## src/hdl/u8dec_pkg.sv

```systemverilog
`timescale 1ns / 1ps
// Package for the UTF-8 stream decoder: payload structs, byte class limits
// and the result bundle handed from the decoder to the output queue.
// No dependencies.
package u8dec_pkg;

  localparam int unsigned CodeW = 21;

  // Byte class upper bounds
  localparam logic [7:0] AsciiMax = 8'h7f;
  localparam logic [7:0] ContMax  = 8'hbf;
  localparam logic [7:0] Lead2Max = 8'hdf;
  localparam logic [7:0] Lead3Max = 8'hef;
  localparam logic [7:0] Lead4Max = 8'hf7;

  // Payload masks of the continuation and lead bytes
  localparam logic [7:0] ContMask  = 8'h3f;
  localparam logic [7:0] Lead2Mask = 8'h1f;
  localparam logic [7:0] Lead3Mask = 8'h0f;
  localparam logic [7:0] Lead4Mask = 8'h07;

  localparam logic [CodeW-1:0] ReplReset = 21'h00fffd;

  typedef struct packed {
    logic [7:0] in_byte;
    logic       end_of_string;
  } u8dec_in_t;

  typedef struct packed {
    logic [CodeW-1:0] code_point;
    logic             is_replacement;
    logic             last_of_run;
  } u8dec_out_t;

  // Up to two results produced by one byte
  typedef struct packed {
    logic [1:0] count;
    u8dec_out_t item0;
    u8dec_out_t item1;
  } u8dec_push_t;

endpackage

```

## src/hdl/u8dec_decode.sv

```systemverilog
`timescale 1ns / 1ps
// Byte decoder: sequence state (pending count, accumulator) and the
// combinational decode of one byte into zero, one or two results.
// Depends on u8dec_pkg.
module u8dec_decode import u8dec_pkg::*; (
  input  logic             clk_i,
  input  logic             rst_ni,
  input  logic             fire_i,
  input  u8dec_in_t        item_i,
  input  logic [CodeW-1:0] repl_i,
  output u8dec_push_t      push_o
);

  logic [1:0]       pend_q, pend_d;
  logic [CodeW-1:0] accum_q, accum_d;
  u8dec_out_t       res0, res1;
  logic [1:0]       cnt;
  logic [7:0]       c;

  // Decode one byte against the current sequence state
  always_comb begin
    c       = item_i.in_byte;
    pend_d  = pend_q;
    accum_d = accum_q;
    cnt     = 2'd0;
    res0    = '{code_point: repl_i, is_replacement: 1'b1, last_of_run: 1'b0};
    res1    = '{code_point: repl_i, is_replacement: 1'b1, last_of_run: 1'b0};

    if (c <= AsciiMax) begin
      if (pend_q != 2'd0) begin
        // partial sequence broken by ASCII: replacement, then the byte
        res1   = '{code_point: {13'd0, c}, is_replacement: 1'b0, last_of_run: 1'b0};
        cnt    = 2'd2;
        pend_d = 2'd0;
      end else begin
        res0 = '{code_point: {13'd0, c}, is_replacement: 1'b0, last_of_run: 1'b0};
        cnt  = 2'd1;
      end
    end else if (c <= ContMax) begin
      if (pend_q != 2'd0) begin
        accum_d = {accum_q[CodeW-7:0], c[5:0] & ContMask[5:0]};
        pend_d  = pend_q - 2'd1;
        if (pend_q == 2'd1) begin
          res0 = '{code_point: accum_d, is_replacement: 1'b0, last_of_run: 1'b0};
          cnt  = 2'd1;
        end
      end else begin
        // stray continuation
        cnt = 2'd1;
      end
    end else if (c <= Lead2Max) begin
      pend_d  = 2'd1;
      accum_d = {13'd0, c & Lead2Mask};
    end else if (c <= Lead3Max) begin
      pend_d  = 2'd2;
      accum_d = {13'd0, c & Lead3Mask};
    end else if (c <= Lead4Max) begin
      pend_d  = 2'd3;
      accum_d = {13'd0, c & Lead4Mask};
    end else begin
      // invalid byte F8 and above
      cnt    = 2'd1;
      pend_d = 2'd0;
    end

    // end of string: flag a truncated sequence and return to idle
    if (item_i.end_of_string) begin
      if (pend_d != 2'd0) begin
        if (cnt == 2'd0) begin
          res0 = '{code_point: repl_i, is_replacement: 1'b1, last_of_run: 1'b0};
        end else begin
          res1 = '{code_point: repl_i, is_replacement: 1'b1, last_of_run: 1'b0};
        end
        cnt = cnt + 2'd1;
      end
      pend_d  = 2'd0;
      accum_d = '0;
    end

    res0.last_of_run = (cnt == 2'd1);
    res1.last_of_run = 1'b1;
    push_o = '{count: cnt, item0: res0, item1: res1};
  end

  // State update on each byte taken into decode
  always_ff @(posedge clk_i or negedge rst_ni) begin
    if (!rst_ni) begin
      pend_q  <= 2'd0;
      accum_q <= '0;
    end else if (fire_i) begin
      pend_q  <= pend_d;
      accum_q <= accum_d;
    end
  end

endmodule

```

## src/hdl/u8dec_outq.sv

```systemverilog
`timescale 1ns / 1ps
// Two-entry result queue: takes up to two decoder results per cycle if it has room,
// and presents one per unstalled cycle on the output channel. Depends on u8dec_pkg.
module u8dec_outq import u8dec_pkg::*; (
  input  logic        clk_i,
  input  logic        rst_ni,
  input  logic        push_valid_i,
  input  u8dec_push_t push_i,
  output logic        push_ready_o,
  output logic        out_valid_o,
  input  logic        out_stall_i,
  output u8dec_out_t  out_data_o
);

  u8dec_out_t e0_q, e0_d, e1_q, e1_d;
  logic [1:0] cnt_q, cnt_d, cnt_ap, add;
  logic       pop;
  u8dec_out_t rem0;

  // Pop, room check and entry shuffle
  always_comb begin
    pop          = (cnt_q != 2'd0) && !out_stall_i;
    cnt_ap       = cnt_q - {1'b0, pop};
    push_ready_o = ({1'b0, cnt_ap} + {1'b0, push_i.count}) <= 3'd2;
    add          = push_valid_i ? push_i.count : 2'd0;
    rem0         = pop ? e1_q : e0_q;
    e0_d         = (cnt_ap != 2'd0) ? rem0 : push_i.item0;
    case (cnt_ap)
      2'd2:    e1_d = e1_q;
      2'd1:    e1_d = push_i.item0;
      default: e1_d = push_i.item1;
    endcase
    cnt_d = cnt_ap + add;
  end

  always_ff @(posedge clk_i or negedge rst_ni) begin
    if (!rst_ni) begin
      cnt_q <= 2'd0;
    end else begin
      cnt_q <= cnt_d;
    end
  end

  // Entry payload, no reset
  always_ff @(posedge clk_i) begin
    e0_q <= e0_d;
    e1_q <= e1_d;
  end

  assign out_valid_o = (cnt_q != 2'd0);
  assign out_data_o  = e0_q;

endmodule

```

## src/hdl/utf8_stream_decoder.sv

```systemverilog
`timescale 1ns / 1ps
// UTF-8 stream decoder top: input register, byte decoder, result queue.
// A first result is valid once it has passed the input register and the queue.
// Throughput: one byte per cycle unless stalled; each second result of a byte
// can hold off the input later on, as the output moves one result per cycle.
// Reset clears sequence state, queue count, input valid; replacement code = 0xFFFD.
module utf8_stream_decoder import u8dec_pkg::*; (
  input  logic             clk_i,
  input  logic             rst_ni,
  input  logic             in_valid_i,
  output logic             in_stall_o,
  input  u8dec_in_t        in_data_i,
  output logic             out_valid_o,
  input  logic             out_stall_i,
  output u8dec_out_t       out_data_o,
  input  logic             cfg_valid_i,
  output logic             cfg_ready_o,
  input  logic [CodeW-1:0] cfg_data_i
);

  logic             in_valid_q, in_valid_d;
  u8dec_in_t        in_q;
  logic [CodeW-1:0] repl_q;
  logic             fire, push_ready, accept;
  u8dec_push_t      push;

  // Input register handshake
  assign fire        = in_valid_q && push_ready;
  assign in_stall_o  = in_valid_q && !push_ready;
  assign accept      = in_valid_i && !in_stall_o;
  assign in_valid_d  = accept || (in_valid_q && !fire);
  assign cfg_ready_o = 1'b1;

  always_ff @(posedge clk_i or negedge rst_ni) begin
    if (!rst_ni) begin
      in_valid_q <= 1'b0;
      repl_q     <= ReplReset;
    end else begin
      in_valid_q <= in_valid_d;
      if (cfg_valid_i && cfg_ready_o) begin
        repl_q <= cfg_data_i;
      end
    end
  end

  always_ff @(posedge clk_i) begin
    if (accept) begin
      in_q <= in_data_i;
    end
  end

  u8dec_decode u_decode (
    .clk_i  (clk_i),
    .rst_ni (rst_ni),
    .fire_i (fire),
    .item_i (in_q),
    .repl_i (repl_q),
    .push_o (push)
  );

  u8dec_outq u_outq (
    .clk_i        (clk_i),
    .rst_ni       (rst_ni),
    .push_valid_i (fire),
    .push_i       (push),
    .push_ready_o (push_ready),
    .out_valid_o  (out_valid_o),
    .out_stall_i  (out_stall_i),
    .out_data_o   (out_data_o)
  );

endmodule

```

## config.mk

```make
export PLATFORM = sky130hd
export DESIGN_NAME = utf8_stream_decoder
export DESIGN_NICKNAME = d
export VERILOG_FILES = /design/src/hdl/u8dec_pkg.sv /design/src/hdl/u8dec_decode.sv /design/src/hdl/u8dec_outq.sv /design/src/hdl/utf8_stream_decoder.sv
export SDC_FILE = /design/constraint.sdc
export NUM_CORES = 1
export LEC_CHECK = 0
export BUFFER_PORTS_ARGS = -buffer_cell sky130_fd_sc_hd__buf_2
export CELL_PAD_IN_SITES_DETAIL_PLACEMENT = 0
export CELL_PAD_IN_SITES_GLOBAL_PLACEMENT = 1
export CORE_MARGIN = 4
export CORE_UTILIZATION = 50
export CTS_CLUSTER_DIAMETER = 100
export DETAILED_ROUTE_END_ITERATION = 6
export PLACE_DENSITY_LB_ADDON = 0.1
export SLEW_MARGIN = 20
export SYNTH_ARGS = -nofsm -noshare
export SYNTH_HDL_FRONTEND = slang
export SYNTH_SLANG_ARGS = --single-unit
```

## constraint.sdc

```tcl
create_clock -name clk_i -period 5.4 [get_ports clk_i]
set_input_delay 1.08 -clock clk_i [delete_from_list [all_inputs] [get_ports clk_i]]
set_output_delay 1.08 -clock clk_i [all_outputs]
set_load 0.005 [all_outputs]
```

==> results of run 1 <==
[worst paths after layout]
kind / slack (ps) / endpoint / cells past startpoint / start
max: 1000 / in_stall_o / 11 / in_q[7]$_DFFE_PP_
min: 540 / u_outq.out_data_o[10]$_DFFE_PP_ / 2 / u_outq.e1_q[10]$_DFFE_PP_
max reg2reg: 1580 / u_decode.accum_q[5]$_DFFE_PN0P_ / 11 / in_q[7]$_DFFE_PP_
min reg2reg: 540 / u_outq.out_data_o[10]$_DFFE_PP_ / 2 / u_outq.e1_q[10]$_DFFE_PP_
max in group asynchronous: 3910 / u_decode.accum_q[10]$_DFFE_PN0P_ / 1 / rst_ni
min in group asynchronous: 870 / repl_q[1]$_DFFE_PN0P_ / 1 / rst_ni
[area by class of cell]
type,instances,area (sq um),share of cell area (%)
inverters,12,45.0,0.925
well taps,105,131,2.70
repair buffers,60,303,6.22
clock inverters,7,65.1,1.34
flip-flops and latches,96,2700,55.4
multi-input cells,200,1500,30.9
clock buffers,9,124,2.54
[state kept, by name, indices dropped and copies added, names as in the netlist]
signal	cells
in_q	9
in_valid_q	1
repl_q	21
u_decode.accum_q	15
u_decode.pend_q	2
u_outq.cnt_q	2
u_outq.e1_q	23
u_outq.out_data_o	23
[metrics by stage]
stage	setup slack [ps]	total power [mW]
after global routing	714	3.35
after CTS	989	3.13
final	1000	3.11
after global placement	1470	2.65
after floorplan	1790	2.32
after detailed placement	1400	2.68
[power breakdown]
part,internal [mW],switching (mW)
Clock,0.177,0.276
Sequential,1.21,0.173
Combinational,0.496,0.778
[routing by layer]
layer  up-vias  track usage [%]  part of all wire (%)
met5         -                0                     0
li1       1349                -                     -
met4         0             5.83                  0.97
met1      1395             28.6                    49
met3        11             3.17                   6.1
met2       109             27.6                    44
[synth_stat cells (2+ instances only)]
library cell	number
edfxtp_1	55
a22o_1	32
o21ai_0	31
nand2_1	30
dfrtp_1	26
mux2_2	20
dfstp_2	15
a22oi_1	14
inv_1	12
clkbuf_1	10
a21oi_1	7
buf_4	5
mux2_4	5
nor2_1	5
ha_1	4
mux2i_1	4
nand2b_1	4
nand3_1	4
o221ai_1	4
o22ai_1	4
buf_2	3
and3_1	2
buf_1	2
buf_6	2
nor2b_1	2
nor3_1	2
o21a_1	2
o31ai_1	2
xnor2_1	2
[cell families (layout without fill, tap and decap cells)]
logic type,Yosys count,count (layout),share of synthesized area (%)
compound gates,103,103,16.7
xor+xnor,3,3,0.777
fa+ha+maj,5,5,1.61
buf+inv,34,88,3.80
flops,96,96,62.0
mux,29,29,7.82
other cells,1,1,0.0862
simple gates,59,59,7.19
[critical path: stages, from the launching register on]
cell	delay (ps)
edfxtp_1	620
o21ai_0	300
nand2b_1	180
nand2_1	70
ha_1	310
nand2_1	60
o31ai_1	340
fa_1	480
a21oi_1	240
nand2b_1	190
inv_1	50
buf_2	120
[cell usage in the layout, fill, tap and decap left out, types with 2 or more instances in the layout]
cell type	instances
edfxtp_1	55
dfstp_2	15
and3_1	2
nor3_1	2
o31ai_1	2
clkbuf_8	9
a21oi_1	7
inv_6	3
dfrtp_1	26
o21a_1	2
clkinv_4	2
nand3_1	4
mux2_4	5
nand2b_1	4
buf_2	59
ha_1	4
inv_1	12
a22o_1	32
o21ai_0	30
a22oi_1	14
nor2_1	5
o221ai_1	4
nor2b_1	2
mux2i_1	4
xnor2_1	2
nand2_1	29
mux2_2	20
o22ai_1	4
==> metrics.txt, run 1 <==
Max Clock Freq 0.227 GHz; Worst Path Max Fanout 15; starting density of the core 52.2%; ys async rst share 42.7%; syn_area_per_cell 13.2 sq um; num rows 33; area of the core 8340 sq um; total die area 10300 sq um; Max Slew Vio Count 0; status finished, final reports clean; placed cell area 4680 sq um; period utilization 81.4%; static leakage 2.06 nW; Critical Path AT 3320 ps; clk slew on worst S/H paths 100 ps; Synth cell types 49; crit end category primary output; CTS Buf Count 9; CP Class register to primary output; vias in the first global route 2706; die height 101 um; Post-Syn Area 4350 sq um; drt wl/cell 18.6 um; slew margin rel. 34.2%; RSZ-0062 raised after global routing false; Num Clock Sinks 96; Tot GR Track Use 18.8%; Final Util 58.4%; Hold Buf Count CTS 0; vias per cell 5.86; Antenna Nets Post-Route 0; worst ir drop on vdd 0.323 mV; H-Tree Depth 3; PostCTS Resize Cnt 0; ys flop type edfxtp_1; Clock Path Buffers 2; Yosys top cell by area edfxtp_1; measured slew at the worst slew-check pin 987 ps; CTS tree built; number of enable flip-flop cells after synthesis 55; Final Instance Count excl. Fillers 489; Root Driver clkbuf_8; crit start category register; Final TNS setup 0 ps; Max Cap Viol 0; Synth Register Bits 96; Power Dens Cells 639 nW/um^2; register area share after synthesis 62.0%; largest net degree at the start of global routing 45; layout cell share with drive strength beyond 1 32.8%; I/O pins 61; global placer's final weighted congestion 0.808; Final #Nets 419; Hold Path Class register to register; Layout area overhead 11.9%; total wire length 9.10 mm; DRC Markers 0; hpwl dp 6.11 mm; CP required 4320 ps; Setup Fix Bufs, Post-CTS 0; first-pass GRT wire length 14.7 mm; clk_lat worst skew 370 ps; Antenna diodes 0; initial antenna violation count 0; Syn Nets 370; final hold violations 0; die width 101 um; Final Setup Violations 0; drt first-iter violations 214; Hold WS 537 ps; post-layout minimum cycle time 4400 ps; synth warn 0; post-route cell area 4870 sq um; DR vias 2864; count of buffers from port buffering 59; cell count after synthesis 330; skew final 12.4 ps; overflow left after global routing 0; top cells by area, synth edfxtp_1, dfrtp_1, dfstp_2; post-synth top area share 38.0%; fillers 709; Pre-antenna DRT Iters 5; placed instance count 473
No activity file was read; power rests on OpenSTA's default activity.
==> inputs of run 2 (changes only) <==
- CORE_UTILIZATION: 50 -> 46
- clock period: 5.4 -> 4.3 ns (I/O delays scaled with it)
==> run 2 against run 1 <==
  * Worst setup slack got worse by 680 ps
  * Critical path type unchanged
  * Combinational power increased by 31%
  * Cell count increased by 5.9%
  * Flip-flop and latch count unchanged
  * Die area increased by 8.0%
  * Critical endpoint unchanged
  * Clock power increased by 23%
  * Clock-buffer cell count unchanged
==> metrics.txt, run 2 (same netlist as run 1, synthesis figures left out) <==
Root Driver clkbuf_8; Final Instance Count excl. Fillers 518; Antenna diodes 0; DR vias 2787; CTS Buf Count 9; Max Clock Freq 0.252 GHz; drt wl/cell 17.9 um; Hold WS 416 ps; Pwr Total 3.93 mW; Worst Path Max Fanout 13; overflow left after global routing 0; DRC Markers 0; period utilization 92.4%; crit end category primary output; crit start category register; hpwl dp 6.39 mm; Clock Path Buffers 2; drt first-iter violations 146; final hold violations 0; Max Cap Viol 0; Final TNS setup 0 ps; Buffers & Inverters on Critical Path 2; CP startpoint u_decode.pend_q[1]$_DFFE_PN0N_; first-pass GRT wire length 14.8 mm; CP Class register to primary output; Final #Nets 424; reg2reg setup slack 730 ps; total die area 11100 sq um; Critical Path, Cell by Cell o21ai_1 > nand2b_1 > nand2_1 > ha_1 > nand2_1 > o31ai_2 > fa_1 > a21oi_1 > nand2b_1 > inv_1 > buf_2; slowest CP cell dfrtp_1; starting density of the core 47.1%; Num Clock Sinks 96; Hold Path Class input port to asynchronous set/reset pin; leading cell type in the layout, fill and taps excluded buf_2; CTS tree built; measured slew at the worst slew-check pin 789 ps; pre-CTS setup slack 590 ps; Layout area overhead 13.3%; Reg2Reg Launch Point u_decode.pend_q[1]$_DFFE_PN0N_; H-Tree Depth 3; Max Slew Vio Count 0; reg-to-reg endpoint u_decode.accum_q[8]$_DFFE_PN0P_; Worst Setup EP in_stall_o; placed instance count 500; vias per cell 5.38; largest net degree at the start of global routing 28; clk_lat worst skew 360 ps; post-layout minimum cycle time 3970 ps; R2R depth 11; I/O pins 61; Critical Path AT 3110 ps; num rows 35; slew margin rel. 47.4%; Tot GR Track Use 17.3%; Final Setup Violations 0; vias in the first global route 2740; static leakage 2.09 nW; total wire length 9.28 mm; RSZ-0062 raised after global routing false; Antenna Nets Post-Route 0; status finished, final reports clean; layout cell share with drive strength beyond 1 33.9%; CP required 3440 ps; area of the core 9240 sq um; clk slew on worst S/H paths 110 ps; Critical Path Max Stage Delay 550 ps; final setup margin 326 ps; skew final 17.1 ps; Pre-antenna DRT Iters 4; die width 105 um; commonest cells after routing, fill and taps aside buf_2, edfxtp_1, a22o_1; count of buffers from port buffering 59; initial antenna violation count 0; global placer's final weighted congestion 0.776; Power Dens Cells 797 nW/um^2; die height 105 um; worst ir drop on vdd 0.393 mV; CP top delay family adder cells; logic depth of the worst setup path including buffers 11
==> run 2: worst min-delay path by stage <==
stage               cells past startpoint                        startpoint                          endpoint
global route                            1                            rst_ni            repl_q[19]$_DFFE_PN0P_
floorplan                               1  u_decode.accum_q[10]$_DFFE_PN0P_  u_decode.accum_q[10]$_DFFE_PN0P_
global placement                        2      u_outq.e1_q[0]$_SDFFCE_PN1P_    u_outq.out_data_o[0]$_DFFE_PP_
detailed placement                      2         u_outq.e1_q[20]$_DFFE_PP_   u_outq.out_data_o[20]$_DFFE_PP_
CTS                                     1                            rst_ni            repl_q[19]$_DFFE_PN0P_
finish                                  1                            rst_ni            repl_q[19]$_DFFE_PN0P_
==> run 2: through the flow <==
stage	instance area, sq um	util [%]
2_1_floorplan	4350	-
3_3_place_gp	4720	51.1
3_5_place_dp	4720	51.1
4_1_cts	4900	53.1
5_1_grt	4930	53.3
6_report	4930	53.3
==> run 2: layout make-up <==
| type | instances | area [sq um] |
|---|---|---|
| Tap cell | 129 | 161 |
| Sequential cell | 96 | 2700 |
| Timing Repair Buffer | 65 | 340 |
| Clock buffer | 9 | 124 |
| Inverter | 12 | 45.0 |
| Clock inverter | 7 | 60.1 |
| Fill cell | 810 | 4310 |
| Multi-Input combinational cell | 200 | 1500 |
==> run 2: per-layer routing <==
metal  wire length (um)  GRT usage (%)  vias to the layer above
met5                  0              0                        -
met4                 89           5.15                        0
met3                365           2.51                        9
met2               4170           25.0                       75
met1               4660           26.9                     1347
li1                   -              -                     1356
==> run 2: where the power goes <==
part	total (mW)	internal [mW]	leakage, nW	switching [mW]
registers	1.71	1.52	1.05	0.189
clock network	0.559	0.222	0.0965	0.337
logic	1.66	0.648	0.944	1.01
==> run 2: what timing repair did <==
action | in CTS | in global routing
buffers inserted | 0 | 2
endpoints found under the setup margin | 0 | 1
resized for setup | 0 | 2
hold buffers | 0 | 0
==> run 2: worst reg2reg max path, delay by kind of cell (launching register included) <==
kind,cells,cell delay (ps)
and+or+nand+nor,5,1150
AOI/OAI and AO/OA,4,1030
adders and majority gates,2,780
DFF,1,550
